**src/rtl/hmcp_pkg.sv**
```systemverilog
// Shared types, codes and helpers of the monitor command-line parser.
package hmcp_pkg;

    localparam int QUEUE_DEPTH = 2;

    localparam logic [31:0] RUN_LIMIT  = 32'h0001_0000;
    localparam logic [31:0] ADDR_CLAMP = 32'h0FFF_FFFF;
    localparam logic [7:0]  CASE_BIT   = 8'h20;

    localparam logic [7:0] CH_NUL   = 8'h00;
    localparam logic [7:0] CH_SPACE = 8'h20;
    localparam logic [7:0] CH_COLON = 8'h3A;
    localparam logic [7:0] CH_DOT   = 8'h2E;
    localparam logic [7:0] CH_ZERO  = 8'h30;
    localparam logic [7:0] CH_NINE  = 8'h39;
    localparam logic [7:0] CH_LC_A  = 8'h61;
    localparam logic [7:0] CH_LC_F  = 8'h66;
    localparam logic [7:0] CH_UC_R  = 8'h52;
    localparam logic [7:0] CH_LC_R  = 8'h72;

    typedef enum logic [2:0] {
        OP_READ    = 3'd0,
        OP_WRITE   = 3'd1,
        OP_RUN     = 3'd2,
        OP_SYNTAX  = 3'd3,
        OP_RUN_ERR = 3'd4,
        OP_DONE    = 3'd5
    } op_t;

    typedef enum logic [2:0] {
        MODE_EXAMINE = 3'b001,
        MODE_STORE   = 3'b010,
        MODE_RANGE   = 3'b100
    } mode_t;

    typedef struct packed {
        logic [2:0]  op;
        logic [31:0] addr_from;
        logic [31:0] addr_to;
        logic [7:0]  data_byte;
        logic        last;
    } res_t;

    typedef struct packed {
        logic two;
        res_t first;
        res_t second;
    } rec_t;

    function automatic logic [31:0] clamp_addr(input logic [31:0] a);
        return (a > ADDR_CLAMP) ? ADDR_CLAMP : a;
    endfunction

    function automatic res_t mk_res(input op_t op, input logic [31:0] from,
                                    input logic [31:0] to, input logic [7:0] data);
        res_t r;
        r.op        = op;
        r.addr_from = from;
        r.addr_to   = to;
        r.data_byte = data;
        r.last      = 1'b0;
        return r;
    endfunction

endpackage

```
**src/rtl/hmcp_intf.sv**
```systemverilog
// Handshake channels: one carries characters in, one carries command words out.
interface hmcp_char_if;
    logic       valid;
    logic       ready;
    logic [7:0] char_code;
    modport source (output valid, output char_code, input ready);
    modport sink (input valid, input char_code, output ready);
endinterface

interface hmcp_res_if;
    logic        valid;
    logic        ready;
    logic [2:0]  op;
    logic [31:0] addr_from;
    logic [31:0] addr_to;
    logic [7:0]  data_byte;
    logic        last;
    modport source (output valid, output op, output addr_from, output addr_to,
                    output data_byte, output last, input ready);
    modport sink (input valid, input op, input addr_from, input addr_to,
                  input data_byte, input last, output ready);
endinterface

```
**src/rtl/hmcp_front.sv**
```systemverilog
// Front end: takes characters, keeps the line state and builds command records.
module hmcp_front
(
    input  logic           clk,
    input  logic           rst_n,
    input  logic           in_valid,
    output logic           in_ready,
    input  logic [7:0]     char_code,
    input  logic           q_full,
    output logic           push,
    output hmcp_pkg::rec_t rec
);

    hmcp_pkg::mode_t mode_reg, mode_next;
    logic [31:0]     acc_reg, acc_next;
    logic            open_reg, open_next;
    logic [31:0]     cur_reg, cur_next;
    logic            pend_reg, pend_next;
    logic            dead_reg, dead_next;

    logic            accept;
    logic [7:0]      lc;
    logic            is_dec;
    logic            is_hex;
    logic [3:0]      digit;
    logic [31:0]     cur_a;
    logic            pend_a;
    logic            v0, v1, v2;
    hmcp_pkg::res_t  r0, r1, r2;
    hmcp_pkg::res_t  first_w, second_w;
    logic            two;

    assign in_ready = !q_full;
    assign accept   = in_valid && in_ready;

    assign lc     = char_code | hmcp_pkg::CASE_BIT;
    assign is_dec = (char_code >= hmcp_pkg::CH_ZERO) && (char_code <= hmcp_pkg::CH_NINE);
    assign is_hex = is_dec || ((lc >= hmcp_pkg::CH_LC_A) && (lc <= hmcp_pkg::CH_LC_F));
    assign digit  = is_dec ? char_code[3:0] : (lc[3:0] + 4'd9);

    always_comb
    begin
        mode_next = mode_reg;
        acc_next  = acc_reg;
        open_next = open_reg;
        cur_next  = cur_reg;
        pend_next = pend_reg;
        dead_next = dead_reg;
        cur_a     = cur_reg;
        pend_a    = pend_reg;
        v0 = 1'b0;
        v1 = 1'b0;
        v2 = 1'b0;
        r0 = hmcp_pkg::mk_res(hmcp_pkg::OP_DONE, 32'd0, 32'd0, 8'd0);
        r1 = r0;
        r2 = r0;

        if (dead_reg)
        begin
            if (char_code == hmcp_pkg::CH_NUL)
            begin
                v2        = 1'b1;
                mode_next = hmcp_pkg::MODE_EXAMINE;
                acc_next  = 32'd0;
                open_next = 1'b0;
                pend_next = 1'b0;
                dead_next = 1'b0;
            end
        end
        else if (is_hex)
        begin
            if (pend_reg)
            begin
                v1 = 1'b1;
                r1 = hmcp_pkg::mk_res(hmcp_pkg::OP_READ, cur_reg,
                                      hmcp_pkg::clamp_addr(cur_reg), 8'd0);
            end
            pend_next = 1'b0;
            acc_next  = {acc_reg[27:0], digit};
            open_next = 1'b1;
        end
        else
        begin
            // close any open number
            if (open_reg)
            begin
                open_next = 1'b0;
                acc_next  = 32'd0;
                unique case (mode_reg)
                    hmcp_pkg::MODE_STORE:
                    begin
                        v0    = 1'b1;
                        r0    = hmcp_pkg::mk_res(hmcp_pkg::OP_WRITE, cur_reg, 32'd0,
                                                 acc_reg[7:0]);
                        cur_a = cur_reg + 32'd1;
                    end
                    hmcp_pkg::MODE_RANGE:
                    begin
                        v0        = 1'b1;
                        r0        = hmcp_pkg::mk_res(hmcp_pkg::OP_READ, cur_reg,
                                                     hmcp_pkg::clamp_addr(acc_reg), 8'd0);
                        cur_a     = acc_reg + 32'd1;
                        mode_next = hmcp_pkg::MODE_EXAMINE;
                    end
                    default:
                    begin
                        cur_a  = acc_reg;
                        pend_a = 1'b1;
                    end
                endcase
            end
            cur_next  = cur_a;
            pend_next = pend_a;

            if (char_code != hmcp_pkg::CH_SPACE)
            begin
                // settle a waiting examine
                pend_next = 1'b0;
                if (pend_a && (char_code != hmcp_pkg::CH_DOT))
                begin
                    v1 = 1'b1;
                    r1 = hmcp_pkg::mk_res(hmcp_pkg::OP_READ, cur_a,
                                          hmcp_pkg::clamp_addr(cur_a), 8'd0);
                end

                if (char_code == hmcp_pkg::CH_NUL)
                begin
                    v2        = 1'b1;
                    mode_next = hmcp_pkg::MODE_EXAMINE;
                    acc_next  = 32'd0;
                    open_next = 1'b0;
                    dead_next = 1'b0;
                end
                else if (char_code == hmcp_pkg::CH_COLON)
                begin
                    mode_next = hmcp_pkg::MODE_STORE;
                end
                else if (char_code == hmcp_pkg::CH_DOT)
                begin
                    mode_next = hmcp_pkg::MODE_RANGE;
                end
                else if ((char_code == hmcp_pkg::CH_UC_R) || (char_code == hmcp_pkg::CH_LC_R))
                begin
                    v2        = 1'b1;
                    r2        = hmcp_pkg::mk_res((cur_a < hmcp_pkg::RUN_LIMIT) ?
                                                 hmcp_pkg::OP_RUN : hmcp_pkg::OP_RUN_ERR,
                                                 cur_a, 32'd0, 8'd0);
                    dead_next = 1'b1;
                end
                else
                begin
                    v2        = 1'b1;
                    r2        = hmcp_pkg::mk_res(hmcp_pkg::OP_SYNTAX, 32'd0, 32'd0, 8'd0);
                    dead_next = 1'b1;
                end
            end
        end
    end

    // pack the first two words, drop any third
    always_comb
    begin
        if (v0)
        begin
            first_w  = r0;
            second_w = v1 ? r1 : r2;
            two      = v1 || v2;
        end
        else if (v1)
        begin
            first_w  = r1;
            second_w = r2;
            two      = v2;
        end
        else
        begin
            first_w  = r2;
            second_w = r2;
            two      = 1'b0;
        end
        first_w.last  = !two;
        second_w.last = 1'b1;
        rec.two       = two;
        rec.first     = first_w;
        rec.second    = second_w;
    end

    assign push = accept && (v0 || v1 || v2);

    always_ff @(posedge clk or negedge rst_n)
    begin
        if (!rst_n)
        begin
            mode_reg <= hmcp_pkg::MODE_EXAMINE;
            acc_reg  <= 32'd0;
            open_reg <= 1'b0;
            cur_reg  <= 32'd0;
            pend_reg <= 1'b0;
            dead_reg <= 1'b0;
        end
        else if (accept)
        begin
            mode_reg <= mode_next;
            acc_reg  <= acc_next;
            open_reg <= open_next;
            cur_reg  <= cur_next;
            pend_reg <= pend_next;
            dead_reg <= dead_next;
        end
    end

endmodule

```
**src/rtl/hmcp_queue.sv**
```systemverilog
// Short record queue between the front end and the back end.
module hmcp_queue
#(
    parameter int DEPTH = hmcp_pkg::QUEUE_DEPTH
)
(
    input  logic           clk,
    input  logic           rst_n,
    input  logic           push,
    input  hmcp_pkg::rec_t push_rec,
    output logic           full,
    input  logic           pop,
    output logic           q_valid,
    output hmcp_pkg::rec_t q_rec
);

    localparam int PTR_W = (DEPTH > 1) ? $clog2(DEPTH) : 1;
    localparam int CNT_W = $clog2(DEPTH + 1);
    localparam logic [PTR_W-1:0] PTR_LAST = PTR_W'(DEPTH - 1);
    localparam logic [CNT_W-1:0] CNT_FULL = CNT_W'(DEPTH);

    hmcp_pkg::rec_t   mem_reg [DEPTH];
    logic [PTR_W-1:0] wr_reg, wr_next;
    logic [PTR_W-1:0] rd_reg, rd_next;
    logic [CNT_W-1:0] cnt_reg, cnt_next;
    logic             do_pop;

    assign full    = (cnt_reg == CNT_FULL);
    assign q_valid = (cnt_reg != '0);
    assign q_rec   = mem_reg[rd_reg];
    assign do_pop  = pop && q_valid;

    always_comb
    begin
        wr_next  = wr_reg;
        rd_next  = rd_reg;
        cnt_next = cnt_reg;
        if (push)
        begin
            wr_next = (wr_reg == PTR_LAST) ? '0 : wr_reg + 1'b1;
        end
        if (do_pop)
        begin
            rd_next = (rd_reg == PTR_LAST) ? '0 : rd_reg + 1'b1;
        end
        if (push && !do_pop)
        begin
            cnt_next = cnt_reg + 1'b1;
        end
        else if (!push && do_pop)
        begin
            cnt_next = cnt_reg - 1'b1;
        end
    end

    always_ff @(posedge clk)
    begin
        if (push)
        begin
            mem_reg[wr_reg] <= push_rec;
        end
    end

    always_ff @(posedge clk or negedge rst_n)
    begin
        if (!rst_n)
        begin
            wr_reg  <= '0;
            rd_reg  <= '0;
            cnt_reg <= '0;
        end
        else
        begin
            wr_reg  <= wr_next;
            rd_reg  <= rd_next;
            cnt_reg <= cnt_next;
        end
    end

endmodule

```
**src/rtl/hmcp_back.sv**
```systemverilog
// Back end: holds one record and issues its words one at a time.
module hmcp_back
(
    input  logic           clk,
    input  logic           rst_n,
    input  logic           q_valid,
    input  hmcp_pkg::rec_t q_rec,
    output logic           pop,
    output logic           out_valid,
    input  logic           out_ready,
    output hmcp_pkg::res_t out_word
);

    logic           hold_valid_reg;
    hmcp_pkg::rec_t hold_rec_reg;
    logic           second_reg;
    logic           taken;
    logic           done;
    logic           load;

    assign out_valid = hold_valid_reg;
    assign out_word  = second_reg ? hold_rec_reg.second : hold_rec_reg.first;
    assign taken     = hold_valid_reg && out_ready;
    assign done      = taken && (second_reg || !hold_rec_reg.two);
    assign load      = !hold_valid_reg || done;
    assign pop       = load && q_valid;

    always_ff @(posedge clk)
    begin
        if (pop)
        begin
            hold_rec_reg <= q_rec;
        end
    end

    always_ff @(posedge clk or negedge rst_n)
    begin
        if (!rst_n)
        begin
            hold_valid_reg <= 1'b0;
            second_reg     <= 1'b0;
        end
        else if (load)
        begin
            hold_valid_reg <= q_valid;
            second_reg     <= 1'b0;
        end
        else if (taken)
        begin
            second_reg <= 1'b1;
        end
    end

endmodule

```
**src/rtl/hex_monitor_command_parser.sv**
```systemverilog
// Top level of the monitor command-line parser.
//
//  channel   dir  modport  word
//  char_in   in   sink     char_code (8)
//  res_out   out  source   op (3), addr_from (32), addr_to (32), data_byte (8), last (1)
//
//  When a character is taken, the front end updates the line state and
//  queues a record of up to two command words in the same cycle.
//  The back end issues one word per cycle while res_out.ready is high.
//  char_in.ready drops only while the record queue (QUEUE_DEPTH records) is full.
//  Reset clears the line state, the current address and the queue.
module hex_monitor_command_parser
#(
    parameter int QUEUE_DEPTH = hmcp_pkg::QUEUE_DEPTH
)
(
    input logic         clk,
    input logic         rst_n,
    hmcp_char_if.sink   char_in,
    hmcp_res_if.source  res_out
);

    logic           q_full;
    logic           push;
    hmcp_pkg::rec_t push_rec;
    logic           pop;
    logic           q_valid;
    hmcp_pkg::rec_t q_rec;
    hmcp_pkg::res_t out_word;

    hmcp_front u_front
    (
        .clk       (clk),
        .rst_n     (rst_n),
        .in_valid  (char_in.valid),
        .in_ready  (char_in.ready),
        .char_code (char_in.char_code),
        .q_full    (q_full),
        .push      (push),
        .rec       (push_rec)
    );

    hmcp_queue #(.DEPTH(QUEUE_DEPTH)) u_queue
    (
        .clk      (clk),
        .rst_n    (rst_n),
        .push     (push),
        .push_rec (push_rec),
        .full     (q_full),
        .pop      (pop),
        .q_valid  (q_valid),
        .q_rec    (q_rec)
    );

    hmcp_back u_back
    (
        .clk       (clk),
        .rst_n     (rst_n),
        .q_valid   (q_valid),
        .q_rec     (q_rec),
        .pop       (pop),
        .out_valid (res_out.valid),
        .out_ready (res_out.ready),
        .out_word  (out_word)
    );

    assign res_out.op        = out_word.op;
    assign res_out.addr_from = out_word.addr_from;
    assign res_out.addr_to   = out_word.addr_to;
    assign res_out.data_byte = out_word.data_byte;
    assign res_out.last      = out_word.last;

endmodule

```
**src/flat_wrapper.sv**
```systemverilog
// flat-port wrapper written by rule: the top's interface ports become plain ports
module hex_monitor_command_parser_flat 
#(
    parameter int QUEUE_DEPTH = hmcp_pkg::QUEUE_DEPTH
)
  (clk, rst_n, char_in_valid, char_in_char_code, char_in_ready, res_out_valid, res_out_op, res_out_addr_from, res_out_addr_to, res_out_data_byte, res_out_last, res_out_ready);
  hmcp_char_if char_in_i ();
  hmcp_res_if res_out_i ();
  input logic clk;
  input logic rst_n;
  input wire logic [$bits(char_in_i.valid)-1:0] char_in_valid;
  input wire logic [$bits(char_in_i.char_code)-1:0] char_in_char_code;
  output wire logic [$bits(char_in_i.ready)-1:0] char_in_ready;
  output wire logic [$bits(res_out_i.valid)-1:0] res_out_valid;
  output wire logic [$bits(res_out_i.op)-1:0] res_out_op;
  output wire logic [$bits(res_out_i.addr_from)-1:0] res_out_addr_from;
  output wire logic [$bits(res_out_i.addr_to)-1:0] res_out_addr_to;
  output wire logic [$bits(res_out_i.data_byte)-1:0] res_out_data_byte;
  output wire logic [$bits(res_out_i.last)-1:0] res_out_last;
  input wire logic [$bits(res_out_i.ready)-1:0] res_out_ready;
  assign char_in_i.valid = char_in_valid;
  assign char_in_i.char_code = char_in_char_code;
  assign char_in_ready = char_in_i.ready;
  assign res_out_valid = res_out_i.valid;
  assign res_out_op = res_out_i.op;
  assign res_out_addr_from = res_out_i.addr_from;
  assign res_out_addr_to = res_out_i.addr_to;
  assign res_out_data_byte = res_out_i.data_byte;
  assign res_out_last = res_out_i.last;
  assign res_out_i.ready = res_out_ready;
  hex_monitor_command_parser #(.QUEUE_DEPTH(QUEUE_DEPTH)) u_core (.clk(clk), .rst_n(rst_n), .char_in(char_in_i), .res_out(res_out_i));
endmodule
```
**config.mk**
```make
export PLATFORM = sky130hd
export DESIGN_NAME = hex_monitor_command_parser_flat
export DESIGN_NICKNAME = d
export VERILOG_FILES = /design/src/rtl/hmcp_pkg.sv /design/src/rtl/hmcp_intf.sv /design/src/rtl/hmcp_front.sv /design/src/rtl/hmcp_queue.sv /design/src/rtl/hmcp_back.sv /design/src/rtl/hex_monitor_command_parser.sv /design/src/flat_wrapper.sv
export SDC_FILE = /design/constraint.sdc
export NUM_CORES = 1
export LEC_CHECK = 0
export BUFFER_PORTS_ARGS = -buffer_cell sky130_fd_sc_hd__buf_2
export CAP_MARGIN = 20
export CORE_UTILIZATION = 58
export CTS_BUF_LIST = sky130_fd_sc_hd__clkbuf_8
export CTS_CLUSTER_SIZE = 30
export DETAILED_ROUTE_END_ITERATION = 10
export GPL_TIMING_DRIVEN = 0
export HOLD_SLACK_MARGIN = 0.06
export PLACE_DENSITY = 0.76
export SYNTH_ARGS = -nofsm -noshare
export SYNTH_HDL_FRONTEND = slang
export SYNTH_HIERARCHICAL = 1
export SYNTH_SLANG_ARGS = --single-unit
export TNS_END_PERCENT = 10
```
**constraint.sdc**
```tcl
create_clock -name clk -period 10.38 [get_ports clk]
set_input_delay 0 -clock clk [delete_from_list [all_inputs] [get_ports clk]]
set_output_delay 0 -clock clk [all_outputs]
set_load 0.005 [all_outputs]
```
==> metrics.csv, run 1 <==
stage,metric,value,unit
detailed_routing,WL final,72600,um
floorplanning,Die Ht,209,um
cts,CTS sink count,535,
yosys,fraction of registers with async set or reset after synthesis,0.142,
global_routing,first-pass GRT wire length,107000,um
yosys,"count leader, synth",edfxtp_1,
yosys,top post-synthesis cells by area,"edfxtp_1, mux2_2, dfrtp_1",
worst_hold_path,Hold Startpoint,char_in_char_code[4],
placement,DP Area,26400,um2
yosys,"Seq/Total Area, Yosys",0.630,
cells_and_area,Largest register FFs,306,
cells_and_area,Finished Cell Area,28200,um2
critical_path,cell with the largest stage delay on the worst path,a221oi_1,
critical_path,Crit path largest cell delay,0.94,ns
floorplanning,die width,209,um
cells_and_area,Layout Cells excl Fill,2696,
floorplanning,core area,42100,um2
critical_path,Worst EP required,10.79,ns
floorplanning,# IOs,90,
yosys,synthesized area,24900,um2
detailed_routing,Final ANT Viol Nets,0,
timing,Slew Limit Fails,0,
critical_path,Worst Setup Start Kind,register,
cells_and_area,share of cells above drive strength 1,0.257,
floorplanning,Row Count,75,
worst_hold_path,hold depth,6,
worst_hold_path,HP Class,input port to register,
global_routing,largest net degree at the start of global routing,70,
cells_and_area,final net count,2107,
yosys,Cell variety after synth,91,
detailed_routing,via count,17200,
detailed_routing,Routed wire per std cell,26.9,um
power_and_ir_drop,overall power,6690,uW
placement,Placed Cells,2521,
timing,Hold Fails Final Rpt,0,
timing,unrepaired setup endpoints after global routing,no,
worst_hold_path,Hold Path Sink,u_core/u_front/acc_reg[2],
detailed_routing,Starting DRT DRC Count,1860,
critical_path,crit end category,register,
cts,clk slew on worst S/H paths,0.06,ns
cts,Resized Gates After CTS,0,
critical_path,"Arr. time, crit path",7.43,ns
global_routing,vias in the first global route,17000,
global_routing,gr ovfl total,0,
detailed_routing,drt via density,6.37,
timing,Final Setup Violations,0,
cts,CTS tree,done,
placement,RD Place Congestion,1.00,
critical_path,"most used cell, CP",buf_2,
power_and_ir_drop,VDD IR-drop max,0.000206,V
critical_path,WS Path Type,register to register,
cts,# Post-CTS Setup Buffers,0,
cts,total CTS buffers,84,
global_routing,initial antenna violation count,4,
yosys,Post-synth EDFFs,459,
floorplanning,Initial Util,0.591,
cts,htree depth,3,
critical_path,CP Max Fanout,10,
yosys,most frequent cells after synthesis,"edfxtp_1, mux2_2, nand2_1",
floorplanning,DIE AREA,43800,um2
cts,root buf cell,clkbuf_8,
critical_path,worst reg2reg endpoint,u_core/u_queue/mem_reg[1][151],
job,max cap viols,0,
detailed_routing,DRC errors left,0,
timing,Clock Skew,0.0523,ns
yosys,cell taking the most area after synthesis,edfxtp_1,
timing,crit share post-route,0.677,
placement,Post-DP HPWL,51900,um
cts,CTS Hold Bufs,21,
placement,Port Buffer Count,88,
timing,Rel. slew slack,0.212,
cells_and_area,Synth-to-Final Area Change,13.5,%
yosys,Synth top area share,0.554,
yosys,number of synthesized register bits,535,
timing,Tmin final,7.03,ns
yosys,Yosys warning count,6,
timing,Least-Margin Pin Slew,1.18,ns
critical_path,Worst R2R Path Depth,19,
outcome,status,completed,
timing,fmax,142,MHz
detailed_routing,DR pass1 iterations,7,
yosys,syn avg cell area,13.3,um2
critical_path,r2r startpoint,u_core/u_front/mode_reg[0],
critical_path,CP Cell Sequence,buf_2 -> nor3b_2 -> buf_2 -> buf_2 -> buf_2 -> buf_2 -> buf_1 -> clkbuf_1 -> nand2_1 -> nand2_1 -> ha_1 -> clkbuf_1 -> o21ai_0 -> a211oi_1 -> o21ai_0 -> a221oi_1 -> o2111a_1 -> nand4_1 -> and3_1,
power_and_ir_drop,Static Leak,0.0102,uW
global_routing,total track usage,0.337,
yosys,Main synth FF type,edfxtp_1,
critical_path,R2R setup slack,3.35,ns
cts,Clock Latency Late Sink,0.68,ns
power_and_ir_drop,power density over the cells,237,nW/um2
cts,CTS Buffer Depth,3,
yosys,Mapped Cells,1867,
==> where the power goes <==
| part | switching, uW | internal [uW] |
|---|---|---|
| sequential | 122 | 2840 |
| clock | 800 | 921 |
| combinational | 1160 | 855 |
| total | 2080 | 4610 |
==> metrics by stage <==
step	utilization	worst slack, ns	hold slack [ns]	setup TNS [ns]
detailed placement	0.626	3.65	-0.168	0
floorplan	-	0.133	-0.296	0
global route	0.670	3.10	0.173	0
finish	0.670	3.35	0.102	0
CTS	0.670	3.62	0.0757	0
global placement	0.619	-5.79	0.267	-929.04
==> worst max path at each step <==
stage,startpoint,to,slack (ns),cells past startpoint
detailed placement,u_core/u_front/mode_reg[0],u_core/u_queue/mem_reg[0][151],3.65,19
global route,u_core/u_front/mode_reg[0],u_core/u_queue/mem_reg[0][151],3.10,19
floorplan,u_core/u_front/mode_reg[1],u_core/u_queue/mem_reg[0][0],0.13,13
global placement,u_core/u_front/mode_reg[1],u_core/u_queue/mem_reg[0][125],-5.79,13
CTS,u_core/u_front/mode_reg[0],u_core/u_queue/mem_reg[1][151],3.62,19
finish,u_core/u_front/mode_reg[0],u_core/u_queue/mem_reg[1][151],3.35,19
==> routing by layer <==
metal | up-vias | GRT usage | wire [um]
met5 | - | 0 | 13
met3 | 191 | 0.0843 | 6870
met1 | 8469 | 0.449 | 29500
met4 | 2 | 0.137 | 2890
met2 | 955 | 0.529 | 33300
li1 | 7552 | - | -
==> cells by family after synthesis <==
logic type                 count (synthesis)  synth area share
and+or+nand+nor                          445            0.0880
muxes                                    258             0.126
buffers and inverters                    185            0.0365
adders and majority gates                  7           0.00342
DFF                                      535             0.630
AOI/OAI and AO/OA                        422             0.111
xor gates and xnor gates                  13           0.00457
other                                      2          0.000302
==> cell type report <==
class                           count  area [um2]
Tap cell                          539         674
Fill cell                        2997       13900
Timing Repair Buffer              121         945
Antenna cell                        1        2.50
Multi-Input combinational cell   1162        8380
Clock inverter                     61         385
Buffer                            165         833
Sequential cell                   535       15700
Clock buffer                       92        1270
Inverter                           20        75.1
==> placed cells by master, fill, tap and decap left out, types with 75 or more instances in the layout <==
cell      count
nand2_1     151
nor2_1       96
edfxtp_1    459
a21oi_1      80
dfrtp_1      75
clkbuf_1     91
buf_2       113
clkbuf_8     92
o21ai_0     140
mux2_2      174
==> critical path, delay by kind of cell, from the launching register on <==
family          cells  cell delay [ns]
buf+inv             8             2.96
compound gates      5             2.12
simple gates        5             1.08
flops               1             0.37
fa+ha+maj           1             0.21
Power figures use the tool's default switching activity.
==> inputs of run 2 (changes only) <==
ABC_AREA = 1   (was unset)
clock period = 6.2 ns   (was 10.38 ns; I/O delays follow)
==> run 2 against run 1 <==
Global-route usage is 0.67 points lower. Power is 95% higher. Final area is 0.83% lower. Flip-flop and latch count stayed put. Area after synthesis is 1.4% lower. Clock skew is 0.022 ns lower. Utilization is 0.11 points lower. Clock power is 73% higher. Synthesized cell count is 35% higher. Hold slack better by 0.079 ns. Largest cell class unchanged. Largest power group unchanged.
==> metrics.csv, run 2 <==
stage,metric,value,unit,change
outcome,status,completed,,
timing,Tmin final,5.10,ns,
detailed_routing,Starting DRT DRC Count,2411,,+30%
yosys,"Seq/Total Area, Yosys",0.639,,+0.00902
critical_path,crit end category,register,,
yosys,"count leader, synth",nand2_1,,
critical_path,cell with the largest stage delay on the worst path,dlygate4sd3_1,,
cells_and_area,Ant. Diodes,0,,-1
cells_and_area,"most common cell after layout, fill and taps aside",nand2_1,,
cells_and_area,# fillers,3256,,+8.6%
power_and_ir_drop,Internal,8010,uW,+74%
power_and_ir_drop,switching share of total power,0.388,,+0.0769
critical_path,R2R setup slack,1.30,ns,-2.05 ns
placement,RD Place Congestion,0.998,,-0.24%
timing,crit share post-route,0.823,,
global_routing,met2 Use GR,0.506,,-0.0229
critical_path,"Buf+Inv Stages, Crit Path",10,,+2
cells_and_area,share of cells above drive strength 1,0.132,,-0.124
power_and_ir_drop,VDD IR-drop max,0.000182,V,-12%
timing,Slew Limit Fails,0,,unchanged
cells_and_area,most frequent cells in the layout,"nand2_1, edfxtp_1, inv_1",,
detailed_routing,Routed wire per std cell,21.0,um,-22%
critical_path,CP Max Fanout,32,,+22
yosys,cell taking the most area after synthesis,edfxtp_1,,
yosys,Cell variety after synth,49,,-46%
placement,Post-DP HPWL,51800,um,about the same
global_routing,GRT met3 Usage,0.0817,,-0.00262
yosys,synthesized area,24500,um2,-1.4%
global_routing,largest net degree at the start of global routing,123,,+76%
critical_path,CP Cell Sequence,dlygate4sd3_1 -> buf_2 -> nor2_1 -> dlygate4sd3_1 -> inv_1 -> nor3_1 -> nand2_1 -> nand2_1 -> nand2_1 -> nor2_2 -> nor2_1 -> buf_2 -> nand2_1 -> o21bai_1 -> inv_1 -> inv_1 -> nor2_4 -> buf_12 -> buf_12 -> buf_12,,
detailed_routing,drt via density,5.63,,-12%
timing,unrepaired setup endpoints after global routing,no,,
timing,Rel. slew slack,0.445,,+0.233
cts,Resized Gates After CTS,0,,unchanged
job,max cap viols,0,,unchanged
floorplanning,# IOs,90,,unchanged
timing,Setup TNS Final,0,ns,unchanged
yosys,top post-synthesis cells by area,"edfxtp_1, nand2_1, dfrtp_1",,
power_and_ir_drop,Clk pwr share,0.227,,-0.030
cts,clk slew on worst S/H paths,0.06,ns,about the same
detailed_routing,via count,18900,,+10%
detailed_routing,DR pass1 iterations,8,,+1
yosys,Yosys warning count,6,,unchanged
timing,Least-Margin Pin Slew,0.833,ns,-0.349 ns
power_and_ir_drop,combinational power share,0.353,,+0.052
power_and_ir_drop,power density over the cells,467,nW/um2,+97%
yosys,most frequent cells after synthesis,"nand2_1, edfxtp_1, inv_1",,
global_routing,vias in the first global route,18200,,+7.4%
yosys,Post-synth EDFFs,459,,unchanged
worst_hold_path,hold depth,4,,-2
global_routing,GRT Max-Usage Layer,met2,,
critical_path,WP depth,20,,+1
worst_hold_path,Hold Startpoint,res_out_ready,,
worst_hold_path,Hold Path Sink,u_core/u_back/second_reg,,
detailed_routing,WL final,70500,um,-2.9%
cts,# Post-CTS Setup Buffers,0,,unchanged
power_and_ir_drop,sequential power share,0.420,,-0.022
power_and_ir_drop,Static Leak,0.0120,uW,+18%
yosys,Synth top area share,0.561,,+0.00793
power_and_ir_drop,overall power,13100,uW,+95%
detailed_routing,Final ANT Viol Nets,0,,unchanged
timing,fmax,196,MHz,
cts,CTS tree,done,,
yosys,number of synthesized register bits,535,,unchanged
cts,CTS Hold Bufs,26,,+24%
timing,Clock Skew,0.0307,ns,-0.0216 ns
critical_path,r2r startpoint,u_core/u_front/mode_reg[0],,
floorplanning,die width,208,um,-0.70%
yosys,Mapped Cells,2519,,+35%
global_routing,GR Util met1,0.452,,+0.00276
detailed_routing,DRC errors left,0,,unchanged
worst_hold_path,HP Class,input port to register,,
critical_path,"most used cell, CP",nand2_1,,
cts,Clock Latency Late Sink,0.66,ns,-0.02 ns
floorplanning,Initial Util,0.587,,-0.00443
critical_path,Worst R2R Path Depth,22,,+3
cts,total CTS buffers,88,,+4.8%
cells_and_area,Largest register FFs,306,,unchanged
power_and_ir_drop,P_sw,5070,uW,+140%
critical_path,worst reg2reg endpoint,u_core/u_queue/mem_reg[0][95],,
floorplanning,DIE AREA,43100,um2,-1.4%
floorplanning,Die Ht,208,um,-0.70%
cts,CTS Buffer Depth,3,,unchanged
timing,Final Setup Violations,0,,unchanged
critical_path,WS Path Type,input port to register,,
cells_and_area,Synth-to-Final Area Change,14.1,%,
cts,root buf cell,clkbuf_8,,
timing,Hold Fails Final Rpt,0,,unchanged
floorplanning,Row Count,75,,unchanged
yosys,fraction of registers with async set or reset after synthesis,0.142,,unchanged
critical_path,CP top delay family,buffers and inverters,,
global_routing,initial antenna violation count,1,,-3
critical_path,Worst Setup Start Kind,input port,,
yosys,syn avg cell area,9.74,um2,-27%
global_routing,first-pass GRT wire length,106000,um,-1.3%
yosys,Main synth FF type,edfxtp_1,,
cells_and_area,Finished Cell Area,28000,um2,-0.83%
placement,DP Area,26000,um2,-1.4%
cells_and_area,final net count,2771,,+32%
global_routing,gr ovfl total,0,,unchanged
critical_path,Worst EP required,6.53,ns,-4.26 ns
placement,Port Buffer Count,89,,+1.1%
global_routing,total track usage,0.330,,-0.00665
critical_path,"Arr. time, crit path",5.43,ns,-2.00 ns
critical_path,Crit path largest cell delay,0.59,ns,-0.35 ns
cts,CTS sink count,535,,unchanged
floorplanning,core area,41900,um2,-0.67%
cts,htree depth,3,,unchanged
[run 2: routing by layer]
metal / part of all wire / wire length (um)
met1: 0.41 / 29100
met2: 0.45 / 31900
met3: 0.099 / 7000
met4: 0.036 / 2530
met5: 0 / 0
[run 2: cell type report]
| cell class | count | area (um2) | share of cell area |
|---|---|---|---|
| plain buffers | 141 | 806 | 0.0288 |
| clock buffers | 98 | 1350 | 0.0481 |
| clock inverters | 62 | 359 | 0.0128 |
| inverters | 179 | 682 | 0.0243 |
| multi-input cells | 1679 | 7460 | 0.266 |
| flip-flops and latches | 535 | 15700 | 0.560 |
| well taps | 539 | 674 | 0.0241 |
| repair buffers | 129 | 1000 | 0.0357 |
[run 2: cells by family (layout without fill, tap and decap cells)]
| kind of cell | after synthesis | in the layout | share of synthesized area |
|---|---|---|---|
| muxes | 1 | 1 | 0.000408 |
| and+or+nand+nor | 1303 | 1303 | 0.210 |
| xor gates and xnor gates | 12 | 12 | 0.00428 |
| buffers and inverters | 320 | 609 | 0.0603 |
| adders and majority gates | 6 | 6 | 0.00306 |
| DFF | 535 | 535 | 0.639 |
| AOI/OAI and AO/OA | 340 | 340 | 0.0826 |
| other | 2 | 17 | 0.000306 |
[run 2: worst register-to-register path, cell delays in order (launching register included)]
cell and delay, ns:
dfstp_2 0.58, nor2_4 0.08, nand2_4 0.12, buf_6 0.17, buf_6 0.17, inv_2 0.04
nor2_1 0.24, inv_2 0.08, nor2_2 0.11, inv_2 0.08, nand2_1 0.06, nand2_1 0.10
nor2_4 0.32, nor2_1 0.13, buf_2 0.26, nand2_1 0.30, o21bai_1 0.16, inv_1 0.15
inv_1 0.09, nor2_4 0.50, buf_12 0.30, buf_12 0.27, buf_12 0.26
[run 2: power by group through the flow]
stage | logic [uW] | registers [uW] | clock network (uW)
after floorplan | 2750 | 5450 | 0
after global placement | 4300 | 5650 | 0
after detailed placement | 4510 | 5530 | 0
after CTS | 4550 | 5470 | 3020
after global routing | 5060 | 5550 | 3170
final | 4620 | 5490 | 2970
[run 2: worst max path at each step]
| stage | startpoint | end |
|---|---|---|
| 2_1_floorplan | u_core/u_back/second_reg | u_core/u_queue/cnt_reg[1] |
| 5_1_grt | char_in_char_code[6] | u_core/u_queue/mem_reg[0][95] |
| 4_1_cts | char_in_char_code[6] | u_core/u_queue/mem_reg[0][95] |
| 3_3_place_gp | u_core/u_back/second_reg | u_core/u_queue/cnt_reg[1] |
| 3_5_place_dp | u_core/u_front/mode_reg[0] | u_core/u_queue/mem_reg[0][9] |
| 6_report | char_in_char_code[6] | u_core/u_queue/mem_reg[0][95] |
[run 2: metrics by stage]
stage	setup WS (ns)	instances	hold slack, ns	utilization
after CTS	1.36	3361	0.126	0.669
final	1.10	3362	0.181	0.669
after detailed placement	1.39	3175	-0.0777	0.622
after floorplan	-0.0967	2534	-0.296	-
after global routing	0.885	3362	0.173	0.669
after global placement	-3.06	3162	0.290	0.615
